[src/sv/bpd_pkg.sv]
// bpd_pkg: shared types, sizes and decode functions for the byte-level BPE piece decoder.
// No dependencies; used by every module of the block.
package bpd_pkg;

	// Longest UTF-8 sequence, and so the most bytes and results one group can hold
	localparam int GrpBytes = 4;

	// Group queue between the front and the back
	localparam int QDepth = 4;
	localparam int QPtrW  = $clog2(QDepth);
	localparam int QCntW  = $clog2(QDepth + 1);

	// One finished group of input bytes: a whole sequence, or whatever a piece end cut off
	typedef struct packed {
		logic [GrpBytes-1:0][7:0] bytes;
		logic [2:0]               total;
	} grp_t;

	// Results of one group, already compacted: slots 0..last_idx are valid
	typedef struct packed {
		logic [GrpBytes-1:0][7:0] res_byte;
		logic [GrpBytes-1:0]      res_raw;
		logic [1:0]               last_idx;
	} entry_t;

	// Front status, watched by the top level checks
	typedef struct packed {
		logic       s1_valid;
		logic [1:0] pend_cnt;
	} fstat_t;

	// Sequence length announced by a lead byte; a bad lead counts as one byte
	function automatic logic [2:0] lead_len(input logic [7:0] b);
		logic [2:0] n;
		begin
			if (b[7] == 1'b0)
				n = 3'd1;
			else if ((b & 8'hE0) == 8'hC0)
				n = 3'd2;
			else if ((b & 8'hF0) == 8'hE0)
				n = 3'd3;
			else if ((b & 8'hF8) == 8'hF0)
				n = 3'd4;
			else
				n = 3'd1;
			return n;
		end
	endfunction

	// Inverse byte-to-unicode table over code points below 512.
	// Returns {hit, byte}.
	function automatic logic [8:0] inv_map(input logic [8:0] cp);
		logic [7:0] lo;
		logic [8:0] r;
		begin
			lo = cp[7:0];
			r  = 9'd0;
			if (cp[8] == 1'b0) begin
				if ((lo >= 8'd33 && lo <= 8'd126) || (lo >= 8'd161 && lo <= 8'd172) ||
				    (lo >= 8'd174))
					r = {1'b1, lo};
			end else begin
				if (lo < 8'd33)
					r = {1'b1, lo};
				else if (lo < 8'd67)
					r = {1'b1, lo + 8'd94};
				else if (lo == 8'd67)
					r = {1'b1, 8'd173};
			end
			return r;
		end
	endfunction

endpackage

[src/sv/bpd_front.sv]
// bpd_front: accepts bytes, collects UTF-8 sequences and turns each finished group
// into a compacted list of results. Depends on bpd_pkg.
module bpd_front (
	input  logic             clk,
	input  logic             arst_n,
	input  logic             in_valid,
	output logic             in_ready,
	input  logic [7:0]       in_byte,
	input  logic             piece_end,
	output logic             push,
	output bpd_pkg::entry_t  push_entry,
	input  logic             q_ready,
	output bpd_pkg::fstat_t  fstat
);

	logic [1:0]      cnt_q;
	logic [2:0]      expect_q;
	logic [7:0]      pend_q [0:2];
	bpd_pkg::grp_t   grp_s1;
	logic            valid_s1;

	logic            in_acc;
	logic [2:0]      exp_len;
	logic [2:0]      total;
	logic            complete;
	bpd_pkg::grp_t   grp_next;

	assign push     = valid_s1 && q_ready;
	assign in_ready = !valid_s1 || push;
	assign in_acc   = in_valid && in_ready;

	assign exp_len  = (cnt_q == 2'd0) ? bpd_pkg::lead_len(in_byte) : expect_q;
	assign total    = {1'b0, cnt_q} + 3'd1;
	assign complete = piece_end || (total >= exp_len) || (total == 3'd4);

	always_comb begin
		grp_next.bytes[0] = (cnt_q == 2'd0) ? in_byte : pend_q[0];
		grp_next.bytes[1] = (cnt_q == 2'd1) ? in_byte : pend_q[1];
		grp_next.bytes[2] = (cnt_q == 2'd2) ? in_byte : pend_q[2];
		grp_next.bytes[3] = in_byte;
		grp_next.total    = total;
	end

	always_ff @(posedge clk or negedge arst_n) begin
		if (!arst_n) begin
			cnt_q    <= 2'd0;
			expect_q <= 3'd0;
			valid_s1 <= 1'b0;
		end else begin
			if (in_acc) begin
				if (complete) begin
					cnt_q    <= 2'd0;
					expect_q <= 3'd0;
				end else begin
					cnt_q    <= total[1:0];
					expect_q <= exp_len;
				end
			end
			if (in_acc && complete)
				valid_s1 <= 1'b1;
			else if (push)
				valid_s1 <= 1'b0;
		end
	end

	always_ff @(posedge clk) begin
		if (in_acc && complete)
			grp_s1 <= grp_next;
		if (in_acc && !complete) begin
			case (cnt_q)
				2'd0:    pend_q[0] <= in_byte;
				2'd1:    pend_q[1] <= in_byte;
				2'd2:    pend_q[2] <= in_byte;
				default: ;
			endcase
		end
	end

	// Classify the held group: decode at every start position in parallel,
	// then walk the real leads and compact the results.
	logic [6:0][7:0]                  ext;
	logic [bpd_pkg::GrpBytes-1:0][2:0] n_eff;
	logic [bpd_pkg::GrpBytes-1:0]      hit;
	logic [bpd_pkg::GrpBytes-1:0][7:0] mapb;

	assign ext = {24'd0, grp_s1.bytes};

	always_comb begin
		logic [7:0] b0, b1, b2, b3;
		logic [2:0] n;
		logic       fits9;
		logic [8:0] cp;
		logic [8:0] lk;
		n_eff = '0;
		hit   = '0;
		mapb  = '0;
		for (int p = 0; p < bpd_pkg::GrpBytes; p++) begin
			b0 = ext[p];
			b1 = ext[p + 1];
			b2 = ext[p + 2];
			b3 = ext[p + 3];
			n  = bpd_pkg::lead_len(b0);
			// sequence runs past the group end: lead stands alone
			if ((4'(p) + {1'b0, n}) > {1'b0, grp_s1.total})
				n = 3'd1;
			case (n)
				3'd2: begin
					fits9 = (b0[4:3] == 2'd0);
					cp    = {b0[2:0], b1[5:0]};
				end
				3'd3: begin
					fits9 = (b0[3:0] == 4'd0) && (b1[5:3] == 3'd0);
					cp    = {b1[2:0], b2[5:0]};
				end
				3'd4: begin
					fits9 = (b0[2:0] == 3'd0) && (b1[5:0] == 6'd0) && (b2[5:3] == 3'd0);
					cp    = {b2[2:0], b3[5:0]};
				end
				default: begin
					fits9 = 1'b1;
					cp    = {1'b0, b0};
				end
			endcase
			lk       = bpd_pkg::inv_map(cp);
			hit[p]   = fits9 && lk[8];
			mapb[p]  = lk[7:0];
			n_eff[p] = n;
		end
	end

	always_comb begin
		logic [2:0]                        pos;
		logic [1:0]                        lead;
		logic [bpd_pkg::GrpBytes-1:0]      v;
		logic [bpd_pkg::GrpBytes-1:0][7:0] rb;
		logic [bpd_pkg::GrpBytes-1:0]      rr;
		logic [2:0]                        k;
		pos        = 3'd0;
		lead       = 2'd0;
		v          = '0;
		rb         = '0;
		rr         = '0;
		k          = 3'd0;
		push_entry = '0;
		for (int step = 0; step < bpd_pkg::GrpBytes; step++) begin
			if (pos < grp_s1.total) begin
				lead = pos[1:0];
				for (int j = 0; j < bpd_pkg::GrpBytes; j++) begin
					if ((3'(j) >= pos) && (4'(j) < ({1'b0, pos} + {1'b0, n_eff[lead]}))) begin
						if (hit[lead]) begin
							if (3'(j) == pos) begin
								v[j]  = 1'b1;
								rb[j] = mapb[lead];
								rr[j] = 1'b0;
							end
						end else begin
							v[j]  = 1'b1;
							rb[j] = grp_s1.bytes[j];
							rr[j] = 1'b1;
						end
					end
				end
				pos = pos + n_eff[lead];
			end
		end
		for (int j = 0; j < bpd_pkg::GrpBytes; j++) begin
			if (v[j]) begin
				push_entry.res_byte[k[1:0]] = rb[j];
				push_entry.res_raw[k[1:0]]  = rr[j];
				k = k + 3'd1;
			end
		end
		push_entry.last_idx = k[1:0] - 2'd1;
	end

	assign fstat.s1_valid = valid_s1;
	assign fstat.pend_cnt = cnt_q;

endmodule

[src/sv/bpd_queue.sv]
// bpd_queue: small FIFO of result groups between the front and the back.
// Depends on bpd_pkg.
module bpd_queue (
	input  logic                       clk,
	input  logic                       arst_n,
	input  logic                       push,
	input  bpd_pkg::entry_t            push_entry,
	output logic                       q_ready,
	input  logic                       pop,
	output bpd_pkg::entry_t            head,
	output logic                       head_valid,
	output logic [bpd_pkg::QCntW-1:0]  level
);

	bpd_pkg::entry_t                 ent_q [0:bpd_pkg::QDepth-1];
	logic [bpd_pkg::QPtrW-1:0]       wr_ptr_q;
	logic [bpd_pkg::QPtrW-1:0]       rd_ptr_q;
	logic [bpd_pkg::QCntW-1:0]       cnt_q;
	logic                            do_push;
	logic                            do_pop;

	assign q_ready    = (cnt_q != bpd_pkg::QCntW'(bpd_pkg::QDepth));
	assign head_valid = (cnt_q != '0);
	assign head       = ent_q[rd_ptr_q];
	assign level      = cnt_q;
	assign do_push    = push && q_ready;
	assign do_pop     = pop && head_valid;

	always_ff @(posedge clk or negedge arst_n) begin
		if (!arst_n) begin
			wr_ptr_q <= '0;
			rd_ptr_q <= '0;
			cnt_q    <= '0;
		end else begin
			if (do_push)
				wr_ptr_q <= (wr_ptr_q == bpd_pkg::QPtrW'(bpd_pkg::QDepth - 1)) ? '0 :
				            wr_ptr_q + 1'b1;
			if (do_pop)
				rd_ptr_q <= (rd_ptr_q == bpd_pkg::QPtrW'(bpd_pkg::QDepth - 1)) ? '0 :
				            rd_ptr_q + 1'b1;
			if (do_push && !do_pop)
				cnt_q <= cnt_q + 1'b1;
			else if (do_pop && !do_push)
				cnt_q <= cnt_q - 1'b1;
		end
	end

	always_ff @(posedge clk) begin
		if (do_push)
			ent_q[wr_ptr_q] <= push_entry;
	end

endmodule

[src/sv/bpd_back.sv]
// bpd_back: steps through the results of the head group into the output
// register, one per cycle unless the output stalls. Depends on bpd_pkg.
module bpd_back (
	input  logic             clk,
	input  logic             arst_n,
	input  bpd_pkg::entry_t  head,
	input  logic             head_valid,
	output logic             pop,
	output logic             out_valid,
	input  logic             out_ready,
	output logic [7:0]       out_byte,
	output logic             out_raw,
	output logic             out_last
);

	logic [1:0] idx_q;
	logic       out_valid_q;
	logic [7:0] out_byte_q;
	logic       out_raw_q;
	logic       out_last_q;
	logic       load;
	logic       is_last;

	assign load    = head_valid && (!out_valid_q || out_ready);
	assign is_last = (idx_q == head.last_idx);
	assign pop     = load && is_last;

	always_ff @(posedge clk or negedge arst_n) begin
		if (!arst_n) begin
			idx_q       <= 2'd0;
			out_valid_q <= 1'b0;
		end else begin
			if (load)
				idx_q <= is_last ? 2'd0 : idx_q + 2'd1;
			if (load)
				out_valid_q <= 1'b1;
			else if (out_ready)
				out_valid_q <= 1'b0;
		end
	end

	always_ff @(posedge clk) begin
		if (load) begin
			out_byte_q <= head.res_byte[idx_q];
			out_raw_q  <= head.res_raw[idx_q];
			out_last_q <= is_last;
		end
	end

	assign out_valid = out_valid_q;
	assign out_byte  = out_byte_q;
	assign out_raw   = out_raw_q;
	assign out_last  = out_last_q;

endmodule

[src/sv/byte_level_bpe_piece_decoder_top.sv]
// Byte-level BPE piece decoder. Takes one byte of a vocabulary piece per request
// (piece_end marks the piece's last byte), groups the bytes into UTF-8 sequences by the
// length the lead byte announces, and maps each code point below 512 that is in the
// inverse byte-to-unicode table back to one raw byte (out_raw = 0); any other sequence
// passes its original bytes through (out_raw = 1). Continuation bits are not checked,
// a bad lead is a one-byte sequence, and a sequence cut short by the piece end is
// re-parsed with its lead standing alone. out_last marks the last result of the input
// request that finished a group; requests that only extend a sequence give no result.
// Rate: one input request per cycle while the group queue takes the held group, and
// one result per cycle unless the output stalls. The four-deep group queue absorbs
// bursts, so at a sustained one result per input byte, with out_ready held high, the
// input never stalls. A group's first result passes through the group register, the
// queue and the output register. Depends on bpd_pkg, bpd_front, bpd_queue, bpd_back.
module byte_level_bpe_piece_decoder_top (
	input  logic       clk,
	input  logic       arst_n,
	input  logic       in_valid,
	output logic       in_ready,
	input  logic [7:0] in_byte,
	input  logic       piece_end,
	output logic       out_valid,
	input  logic       out_ready,
	output logic [7:0] out_byte,
	output logic       out_raw,
	output logic       out_last
);

	// front -> queue
	logic                           push;
	bpd_pkg::entry_t                push_entry;
	logic                           q_ready;
	bpd_pkg::fstat_t                fstat;

	// queue -> back
	bpd_pkg::entry_t                head;
	logic                           head_valid;
	logic                           pop;
	logic [bpd_pkg::QCntW-1:0]      q_level;

	// Front: buffers the open sequence and classifies each finished group
	bpd_front u_front (
		.clk        (clk),
		.arst_n     (arst_n),
		.in_valid   (in_valid),
		.in_ready   (in_ready),
		.in_byte    (in_byte),
		.piece_end  (piece_end),
		.push       (push),
		.push_entry (push_entry),
		.q_ready    (q_ready),
		.fstat      (fstat)
	);

	// Decouples classification from result delivery
	bpd_queue u_queue (
		.clk        (clk),
		.arst_n     (arst_n),
		.push       (push),
		.push_entry (push_entry),
		.q_ready    (q_ready),
		.pop        (pop),
		.head       (head),
		.head_valid (head_valid),
		.level      (q_level)
	);

	// Back: hands out the group's results through the output register
	bpd_back u_back (
		.clk        (clk),
		.arst_n     (arst_n),
		.head       (head),
		.head_valid (head_valid),
		.pop        (pop),
		.out_valid  (out_valid),
		.out_ready  (out_ready),
		.out_byte   (out_byte),
		.out_raw    (out_raw),
		.out_last   (out_last)
	);

`ifndef SYNTHESIS
	// A piece end always leaves the sequence buffer empty
	a_piece_end_flush: assert property (@(posedge clk) disable iff (!arst_n)
		in_valid && in_ready && piece_end |=> fstat.pend_cnt == 2'd0)
		else $error("sequence buffer not empty after piece end");

	// Queue occupancy never passes its depth
	a_queue_bound: assert property (@(posedge clk) disable iff (!arst_n)
		q_level <= bpd_pkg::QCntW'(bpd_pkg::QDepth))
		else $error("group queue overflow");

	// A held group waits while the queue is full
	a_group_held: assert property (@(posedge clk) disable iff (!arst_n)
		fstat.s1_valid && !q_ready |=> fstat.s1_valid)
		else $error("group dropped while queue full");
`endif

endmodule

[config.mk]
export PLATFORM = sky130hd
export DESIGN_NAME = byte_level_bpe_piece_decoder_top
export DESIGN_NICKNAME = d
export VERILOG_FILES = /design/src/sv/bpd_pkg.sv /design/src/sv/bpd_front.sv /design/src/sv/bpd_queue.sv /design/src/sv/bpd_back.sv /design/src/sv/byte_level_bpe_piece_decoder_top.sv
export SDC_FILE = /design/constraint.sdc
export NUM_CORES = 1
export LEC_CHECK = 0
export ABC_AREA = 1
export BUFFER_PORTS_ARGS = -buffer_cell sky130_fd_sc_hd__buf_2
export CAP_MARGIN = 30
export CORE_UTILIZATION = 35
export CTS_BUF_LIST = sky130_fd_sc_hd__clkbuf_16
export CTS_CLUSTER_SIZE = 24
export DETAILED_ROUTE_END_ITERATION = 12
export PLACE_DENSITY = 0.55
export SYNTH_ARGS = -nofsm -noshare
export SYNTH_HDL_FRONTEND = slang
export SYNTH_SLANG_ARGS = --single-unit
[constraint.sdc]
create_clock -name clk -period 10.8 [get_ports clk]
set_clock_uncertainty 0.2 [all_clocks]
set_input_delay 0 -clock clk [delete_from_list [all_inputs] [get_ports clk]]
set_output_delay 0 -clock clk [all_outputs]
set_load 0.05 [all_outputs]
==> results.md, run 1 <==
* Post-route cell area at 19400 um^2
* Clk pin slew, worst setup/hold paths at 0.06 ns
* Worst-Skew Late Latency at 0.52 ns
* Total I/O pin count at 25
* Synth warn at 0
* RePlAce Congestion at 1.08
* Commonest non-fill, non-tap cell in the layout: nand2_1
* Routed Antenna Nets at 0
* #FFs+latches synth at 237
* Fin nets at 2494
* Final Hold Viols at 0
* Final Routed Wirelength at 69000 um
* Placed Area at 18500 um^2
* Bufs and invs on worst path at 8
* Post-synthesis sequential area ratio at 40.0%
* Clock Root Buffer: clkbuf_16
* Area Overhead vs Synth at 10.1%
* Synth area leader: edfxtp_1
* Initial DRC Count at 2062
* CORE AREA at 49300 um^2
* Vias in the first global route at 16100
* CP max stage delay at 0.57 ns
* Starting Density at 35.7%
* Tightest Hold Check Type: primary input to register
* RSZ-0062 raised after global routing: no
* Max cap viols at 0
* Gr ovfl total at 0
* Global-route wire length before repair at 102000 um
* DRC viols at 0
* Worst Path Arrival at 10.10 ns
* Die width at 226 um
* Die Area at 51200 um^2
* CTS Sinks at 237
* Die span in y at 226 um
* Clock Path Buffers at 3
* Final HPWL DP at 51900 um
* Tmin final at 10.07 ns
* Port Buffers at 24
* Fmax at 99.3 MHz
* Outcome: complete, no violations
* CTS Buf Count at 24
* Synth Flop Type: edfxtp_1
* Proportion of layout cells with a drive suffix above 1 at 8.35%
* Post-synth EDFFs at 221
* Cell Rows at 81
* TritonRoute pass-1 iters at 6
* # diodes at 0
* Initial antenna violation count at 0
* CP Max Fanout at 25
* Cells after Synth at 2406
* CP delay by family, top: adder cells
* Post-synth cell types at 57
* WS Path Type: register to register
* Global Route Usage Sum at 26.7%
* Avg Cell Area, Syn at 7.31 um^2
* Synth async-reset ratio at 6.75%
* Commonest non-fill, non-tap cells in the layout: nand2_1, nor2_1, inv_1
* Critical Path RT at 10.83 ns
* Final setup vio count at 0
* Worst Tran Pin Value at 0.994 ns
* Worst Setup End Kind: register
* Max-slew violations at 0
* CTS tree: yes
* Routed WL per cell at 22.2 um
* Vias per cell at 5.65
* Final period utilization at 93.3%
* H-tree levels at 1
* Worst slew margin at 33.0%
* Synth top area cells: edfxtp_1, nand2_1, nand3_1
* CP Launch Type: register
* Setup TNS at 0 ns
* Post-synthesis net count at 2475
* Post-synth top area share at 37.7%
* Synth Cell Area at 17600 um^2
* Slowest CP cell: fa_1
* Largest net degree at the start of global routing at 70
* Layout fillers at 5189
* DR vias at 17500
[final timing paths]
check | slack [ns] | to | start | cells past startpoint
max | 0.73 | u_queue.ent_q[1][24] | u_front.ext[4] | 40
min | 0.03 | u_back.out_valid | out_ready | 3
max reg2reg | 0.73 | u_queue.ent_q[1][24] | u_front.ext[4] | 40
min reg2reg | 0.31 | u_front.ext[1] | u_front.pend_q[0][1] | 2
max in group asynchronous | 9.47 | u_queue.rd_ptr_q[0] | arst_n | 3
min in group asynchronous | 0.41 | u_queue.rd_ptr_q[0] | arst_n | 3
[metal layers]
layer	up-vias	global-route usage, %	wire length (um)
li1	8210	-	-
met1	8403	38.6	30800
met2	781	40.0	29500
met3	146	4.45	5980
met4	0	9.52	2640
met5	-	0	0
[synth_stat cells (3+ instances only)]
library cell,n
o21bai_1,5
nand4_1,47
o211ai_1,31
nor2_1,254
nand3b_1,3
o22ai_1,35
nand2_4,6
nor2_2,10
a21oi_4,3
inv_2,21
o221ai_1,26
fa_1,5
o21ai_0,190
o21ai_2,8
xor2_1,8
a22oi_1,9
a21oi_1,90
nand3_1,231
nor3_1,14
nand3_2,8
clkinv_1,3
buf_2,9
nor3_2,3
ha_1,51
and2_1,3
inv_1,225
nand2_1,707
o21ai_1,23
nand2_2,17
xnor2_1,4
clkbuf_1,62
nor2_8,3
edfxtp_1,221
buf_1,10
buf_6,4
nor2_4,7
dfrtp_1,16
a211oi_1,6
nand4_2,3
[tightest hold or removal path, delay by kind of cell]
kind	cells	cell delay, ns
AO/OA/AOI/OAI	1	0.06
buffers and inverters	2	0.65
[repair_timing]
action,4_1_cts,5_1_grt
gates resized for setup,0,2
buffers inserted,0,0
hold endpoints to repair,90,0
hold buffers,14,0
setup endpoints to repair,0,76
[stage by stage]
stage          hold WS [ns]  util (%)  cells  worst slack (ns)
4_1_cts             0.00164      39.3   3106             0.691
5_1_grt              0.0631      39.3   3106            0.0546
2_1_floorplan        -0.496         -   2406              1.71
6_report             0.0338      39.3   3106             0.727
3_5_place_dp         -0.250      37.6   3049             0.713
3_3_place_gp         -0.253      37.5   3045              1.01
[area by class of cell]
| class | count | area, um^2 | share of cell area, % |
|---|---|---|---|
| multi-input cells | 1832 | 9280 | 47.9 |
| flip-flops and latches | 237 | 7040 | 36.3 |
| inverters | 250 | 941 | 4.86 |
| well taps | 664 | 831 | 4.29 |
| clock buffers | 25 | 626 | 3.23 |
| repair buffers | 80 | 573 | 2.96 |
| clock inverters | 18 | 77.6 | 0.401 |
[cells by family after synthesis]
logic type               share of synthesized area (%)
AO/OA/AOI/OAI                                     14.8
multiplexers                                    0.0640
XOR/XNOR                                         0.597
AND/OR/NAND/NOR                                   32.8
adder cells (fa/ha/maj)                           4.20
flip-flops                                        40.0
buffers and inverters                             7.48
[sequential cells by signal (all words and copies together) (netlist names), 3 cells and up]
name              count
u_queue.level         3
u_queue.ent_q       152
u_front.expect_q      3
u_front.ext          32
u_back.out_byte       8
u_front.pend_q       24
u_front.grp_s1        3
Power of run 1 is not shown: default switching activity piles up to over one toggle a cycle in this logic, so the estimate is an artifact.
==> inputs of run 2 (changes only) <==
Settings changed: CORE_ASPECT_RATIO set to 0.6.
==> run 2 against run 1 <==
Final cell count down 0.32%. Worst hold slack better by 0.077 ns. Clock-buffer cell count down 4. Core utilization down 0.20 points. Via count up 2.4%. Sequential cell count unchanged. Routed wire length up 4.0%. Die area about the same. Highest routed layer unchanged.
==> results.md, run 2 (same netlist as run 1, synthesis figures left out) <==
* Outcome: complete, no violations (unchanged)
* CTS Sinks at 237 (unchanged)
* Final Hold Viols at 0 (unchanged)
* H-tree levels at 1 (unchanged)
* Biggest register: u_queue.ent_q (unchanged)
* Routed WL per cell at 23.2 um (was 22.2 um)
* CTS tree: yes (unchanged)
* Final setup vio count at 0 (unchanged)
* Final Util at 39.1% (was 39.3%)
* Setup TNS at 0 ns (unchanged)
* Worst Setup End Kind: register (unchanged)
* RePlAce Congestion at 1.10 (was 1.08)
* Placed insts at 3043 (was 3049)
* CTS Buf Count at 21 (was 24)
* Max-slew violations at 0 (unchanged)
* Final period utilization at 93.5% (was 93.3%)
* RSZ-0062 raised after global routing: no (unchanged)
* WHS at 0.111 ns (was 0.0338 ns)
* # diodes at 0 (unchanged)
* CP Launch Type: register (unchanged)
* Clk pin slew, worst setup/hold paths at 0.08 ns (was 0.06 ns)
* Routed Antenna Nets at 0 (unchanged)
* Die Area at 51200 um^2 (about the same)
* Clock Path Buffers at 3 (unchanged)
* CP max stage delay at 0.55 ns (was 0.57 ns)
* Commonest non-fill, non-tap cells in the layout: nand2_1, nor2_1, nand3_1 (was nand2_1, nor2_1, inv_1)
* DRC viols at 0 (unchanged)
* Tightest Hold Check Type: primary input to register (unchanged)
* Gr ovfl total at 0 (unchanged)
* Total I/O pin count at 25 (unchanged)
* Max reg flops at 152 (unchanged)
* Final HPWL DP at 55100 um (was 51900 um)
* Final non-filler cell total at 3096 (was 3106)
* Clock Root Buffer: clkbuf_16 (unchanged)
* Initial DRC Count at 2707 (was 2062)
* Vias per cell at 5.80 (was 5.65)
* Proportion of layout cells with a drive suffix above 1 at 8.67% (was 8.35%)
* Global-route wire length before repair at 105000 um (was 102000 um)
* Initial antenna violation count at 0 (unchanged)
* Worst-Skew Late Latency at 0.53 ns (was 0.52 ns)
* Postcts setup bufs at 0 (unchanged)
* Worst Tran Pin Value at 0.969 ns (was 0.994 ns)
* Max cap viols at 0 (unchanged)
* DR vias at 18000 (was 17500)
* CORE AREA at 49500 um^2 (was 49300 um^2)
* Area Overhead vs Synth at 10.1% (about the same)
* Global Route Usage Sum at 27.4% (was 26.7%)
* Port Buffers at 24 (unchanged)
* Worst slew margin at 35.4% (was 33.0%)
* CP Max Fanout at 25 (unchanged)
* Die width at 291 um (was 226 um)
* Tmin final at 10.10 ns (was 10.07 ns)
* Cell Rows at 63 (was 81)
* Vias in the first global route at 15800 (was 16100)
* WS Path Type: register to register (unchanged)
* Fin nets at 2501 (was 2494)
* Commonest non-fill, non-tap cell in the layout: nand2_1 (unchanged)
* Slowest CP cell: edfxtp_1 (was fa_1)
* Final Routed Wirelength at 71700 um (was 69000 um)
* Worst Path Arrival at 10.13 ns (was 10.10 ns)
* Largest net degree at the start of global routing at 79 (was 70)
* Starting Density at 35.5% (was 35.7%)
* TritonRoute pass-1 iters at 6 (unchanged)
* Fmax at 99.0 MHz (was 99.3 MHz)
* Critical Path RT at 10.83 ns (about the same)
* Die span in y at 176 um (was 226 um)
run 2: worst paths after layout:
check                                     from                    to  slack (ns)  depth (start not counted)
min reg2reg                u_front.expect_q[1]   u_front.expect_q[1]        0.30                          2
max in group asynchronous               arst_n   u_queue.rd_ptr_q[0]        9.39                          3
max reg2reg                     u_front.ext[4]  u_queue.ent_q[3][24]        0.70                         44
min in group asynchronous               arst_n   u_queue.rd_ptr_q[1]        0.46                          3
min                                 in_byte[0]  u_front.pend_q[0][8]        0.11                          2
max                             u_front.ext[4]  u_queue.ent_q[3][24]        0.70                         44
run 2: critical path, delay by kind of cell, from the launching register on:
family	cells	cell delay [ns]
AO/OA/AOI/OAI	11	2.07
buffers and inverters	8	1.29
adder cells (fa/ha/maj)	7	2.66
flip-flops	1	0.55
AND/OR/NAND/NOR	18	3.00
run 2: what timing repair did:
action                                  in CTS  in global routing
resized for setup                            0                  6
endpoints found under the setup margin       0                148
hold buffers                                16                  0
hold endpoints to repair                   101                  0
run 2: per-stage QoR:
step           cell area [um^2]  setup slack, ns
3_3_place_gp              18500            0.791
5_1_grt                   19400           0.0396
6_report                  19400            0.700
3_5_place_dp              18600            0.483
4_1_cts                   19300            0.444
2_1_floorplan             17600             1.71
run 2: per-layer routing:
metal,vias to the layer above,routed length [um],global-route usage [%]
li1,8214,-,-
met1,8553,34400,44.5
met2,1114,25200,33.1
met3,75,11200,10.9
met4,0,883,3.29
met5,-,0,0
run 2: final cells by class:
type,instances,area [um^2]
tap,650,813
clock buffer,21,526
sequential,237,7040
multi-input combinational,1832,9300
timing repair buffer,90,666
inverter,250,941
fill,5146,30100
clock inverter,16,81.3
Power of run 2 is left out for the same reason.
==> inputs of run 3 (changes only) <==
Settings changed: ABC_AREA 1 to 0.
==> run 3 against run 2 <==
Worst hold slack got worse by 0.050 ns. Sequential cell count unchanged. Clock-buffer cell count increased by 3. Critical endpoint is now u_queue.ent_q[2][14]. Largest cell class unchanged. Die area fell by 2.7%. Via count is 13% lower.
==> results.md, run 3 <==
* Initial antenna violation count at 0 (unchanged)
* Commonest non-fill, non-tap cell in the layout: edfxtp_1 (was nand2_1)
* Tmin final at 10.23 ns (was 10.10 ns)
* Fmax at 97.8 MHz (was 99.0 MHz)
* Cell Rows at 62 (was 63)
* Worst Path Arrival at 10.31 ns (was 10.13 ns)
* Final period utilization at 94.7% (was 93.5%)
* CTS tree: yes (unchanged)
* Global-route wire length before repair at 104000 um (was 105000 um)
* Vias in the first global route at 14100 (was 15800)
* FF/Latch Area at 7040 um^2 (about the same)
* Critical Path RT at 10.88 ns (was 10.83 ns)
* Routed Antenna Nets at 0 (unchanged)
* Post-synthesis sequential area ratio at 41.1% (was 40.0%)
* Fin nets at 1793 (was 2501)
* CTS Sinks at 237 (unchanged)
* WHS at 0.0613 ns (was 0.111 ns)
* Largest net degree at the start of global routing at 42 (was 79)
* Area of the multi-input gates at 9570 um^2 (was 9300 um^2)
* Placed insts at 2314 (was 3043)
* Worst Setup End Kind: register (unchanged)
* Worst-Skew Late Latency at 0.56 ns (was 0.53 ns)
* #FFs+latches synth at 237 (unchanged)
* CP Max Fanout at 9 (was 25)
* Cells after Synth at 1645 (was 2406)
* Post-route cell area at 19500 um^2 (was 19400 um^2)
* Layout fillers at 4653 (was 5146)
* Max-slew violations at 0 (unchanged)
* CP most frequent cell: ha_1
* Biggest register: u_queue.ent_q (unchanged)
* Slowest CP cell: edfxtp_1 (unchanged)
* Final setup vio count at 0 (unchanged)
* Final HPWL DP at 56300 um (was 55100 um)
* Synth Cell Area at 17100 um^2 (was 17600 um^2)
* CP Launch Type: register (unchanged)
* Die span in y at 173 um (was 176 um)
* Worst slew margin at 22.5% (was 35.4%)
* Bufs and invs on worst path at 4 (was 8)
* DR vias at 15600 (was 18000)
* Hold Path Depth at 2 (unchanged)
* DRC viols at 0 (unchanged)
* Post-synth cell types at 120 (was 57)
* Max reg flops at 152 (unchanged)
* Clock Root Buffer: clkbuf_16 (unchanged)
* CORE AREA at 48000 um^2 (was 49500 um^2)
* Clk pin slew, worst setup/hold paths at 0.06 ns (was 0.08 ns)
* Port Buffers at 24 (unchanged)
* TritonRoute pass-1 iters at 6 (unchanged)
* WS Path Type: register to register (unchanged)
* Commonest non-fill, non-tap cells in the layout: edfxtp_1, nand2_1, nor2_1 (was nand2_1, nor2_1, nand3_1)
* Synth area leader: edfxtp_1 (unchanged)
* Final Hold Viols at 0 (unchanged)
* Vias per cell at 6.54 (was 5.80)
* Synth async-reset ratio at 6.75% (unchanged)
* RePlAce Congestion at 1.06 (was 1.10)
* CTS Buf Count at 24 (was 21)
* H-tree levels at 1 (unchanged)
* # diodes at 0 (unchanged)
* Max cap viols at 0 (unchanged)
* Die Area at 49800 um^2 (was 51200 um^2)
* Die width at 288 um (was 291 um)
* Final non-filler cell total at 2382 (was 3096)
* Synth warn at 0 (unchanged)
* Global Route Usage Sum at 28.5% (was 27.4%)
* Area Overhead vs Synth at 13.7% (was 10.1%)
* Synth top area cells: edfxtp_1, mux4_2, ha_1 (was edfxtp_1, nand2_1, nand3_1)
* Synth Flop Type: edfxtp_1 (unchanged)
* Tightest Hold Check Type: primary input to register (unchanged)
* Avg Cell Area, Syn at 10.4 um^2 (was 7.31 um^2)
* Starting Density at 35.7% (was 35.5%)
* Total I/O pin count at 25 (unchanged)
* Count leader, synth: edfxtp_1 (was nand2_1)
* Initial DRC Count at 2325 (was 2707)
* Placed Area at 18300 um^2 (was 18600 um^2)
* Post-synthesis net count at 1714 (was 2475)
* Post-synth EDFFs at 221 (unchanged)
* CP delay by family, top: simple AND/OR/NAND/NOR gates (unchanged)
* Routed WL per cell at 30.5 um (was 23.2 um)
* Post-synth top area share at 38.8% (was 37.7%)
* Synth top cells by count: edfxtp_1, nand2_1, nor2_1, a21oi_1, o21ai_0 (was nand2_1, nor2_1, nand3_1, inv_1, edfxtp_1)
* Proportion of layout cells with a drive suffix above 1 at 21.4% (was 8.67%)
* Gr ovfl total at 0 (unchanged)
* Final Routed Wirelength at 72500 um (was 71700 um)
* Outcome: complete, no violations (unchanged)
* Worst path depth at 41 (was 44)
* FF-to-FF setup slack at 0.57 ns (was 0.70 ns)
* Worst Tran Pin Value at 1.16 ns (was 0.969 ns)
* Clock Path Buffers at 3 (unchanged)
* CP max stage delay at 0.61 ns (was 0.55 ns)
* FF-to-FF path depth at 41 (was 44)
* RSZ-0062 raised after global routing: yes (was no)
-- run 3: cell type report --
type	count	area share (%)
flip-flops and latches	237	36.2
clock buffers	24	3.08
repair buffers	140	5.35
well taps	640	4.11
inverters	70	1.35
clock inverters	20	0.790
multi-input cells	1251	49.2
-- run 3: final timing paths --
kind	start	endpoint
worst max-delay path	u_front.ext[6]	u_queue.ent_q[2][14]
worst min-delay path	in_byte[0]	u_front.pend_q[0][8]
worst max register to register	u_front.ext[6]	u_queue.ent_q[2][14]
worst min register to register	u_front.expect_q[2]	u_front.expect_q[2]
max in group asynchronous	arst_n	u_queue.rd_ptr_q[0]
min in group asynchronous	arst_n	u_queue.level[1]
-- run 3: layer usage --
metal,wire length [um],global-route usage (%),up-vias,share of wire (%)
met3,10200,9.72,84,14
li1,-,-,6642,-
met5,0,0,-,0
met1,35700,48.3,7867,49
met2,25500,33.3,980,35
met4,1160,4.26,0,1.6
-- run 3: worst register-to-register path, delay by kind of cell, from the launching register on --
| family | cells | cell delay, ns |
|---|---|---|
| AOI/OAI and AO/OA | 10 | 2.22 |
| buffers and inverters | 4 | 0.44 |
| DFF | 1 | 0.61 |
| adders and majority gates | 8 | 2.50 |
| muxes | 1 | 0.30 |
| and+or+nand+nor | 18 | 3.68 |
-- run 3: stage by stage --
stage          util, %  setup slack (ns)  TNS, ns
3_3_place_gp      38.1             0.833        0
4_1_cts           40.0             0.407        0
3_5_place_dp      38.2             0.452        0
6_report          40.5             0.570        0
5_1_grt           40.5            -0.150    -3.41
2_1_floorplan        -             0.205        0
-- run 3: what timing repair did --
action                     CTS  global route
gates resized for setup      0            30
setup endpoints to repair    0           148
setup buffers                0             9
hold endpoints to repair    99             0
hold buffers                15             0
-- run 3: logic make-up (layout without fill, tap and decap cells) --
logic type	count (synthesis)	after routing	share of synthesized area, %
AO/OA/AOI/OAI	537	537	23.5
AND/OR/NAND/NOR	531	531	15.7
flip-flops	237	237	41.1
buffers and inverters	157	254	4.15
multiplexers	116	116	10.6
adder cells (fa/ha/maj)	56	56	4.31
XOR/XNOR	11	11	0.563
Power of run 3 is left out for the same reason.
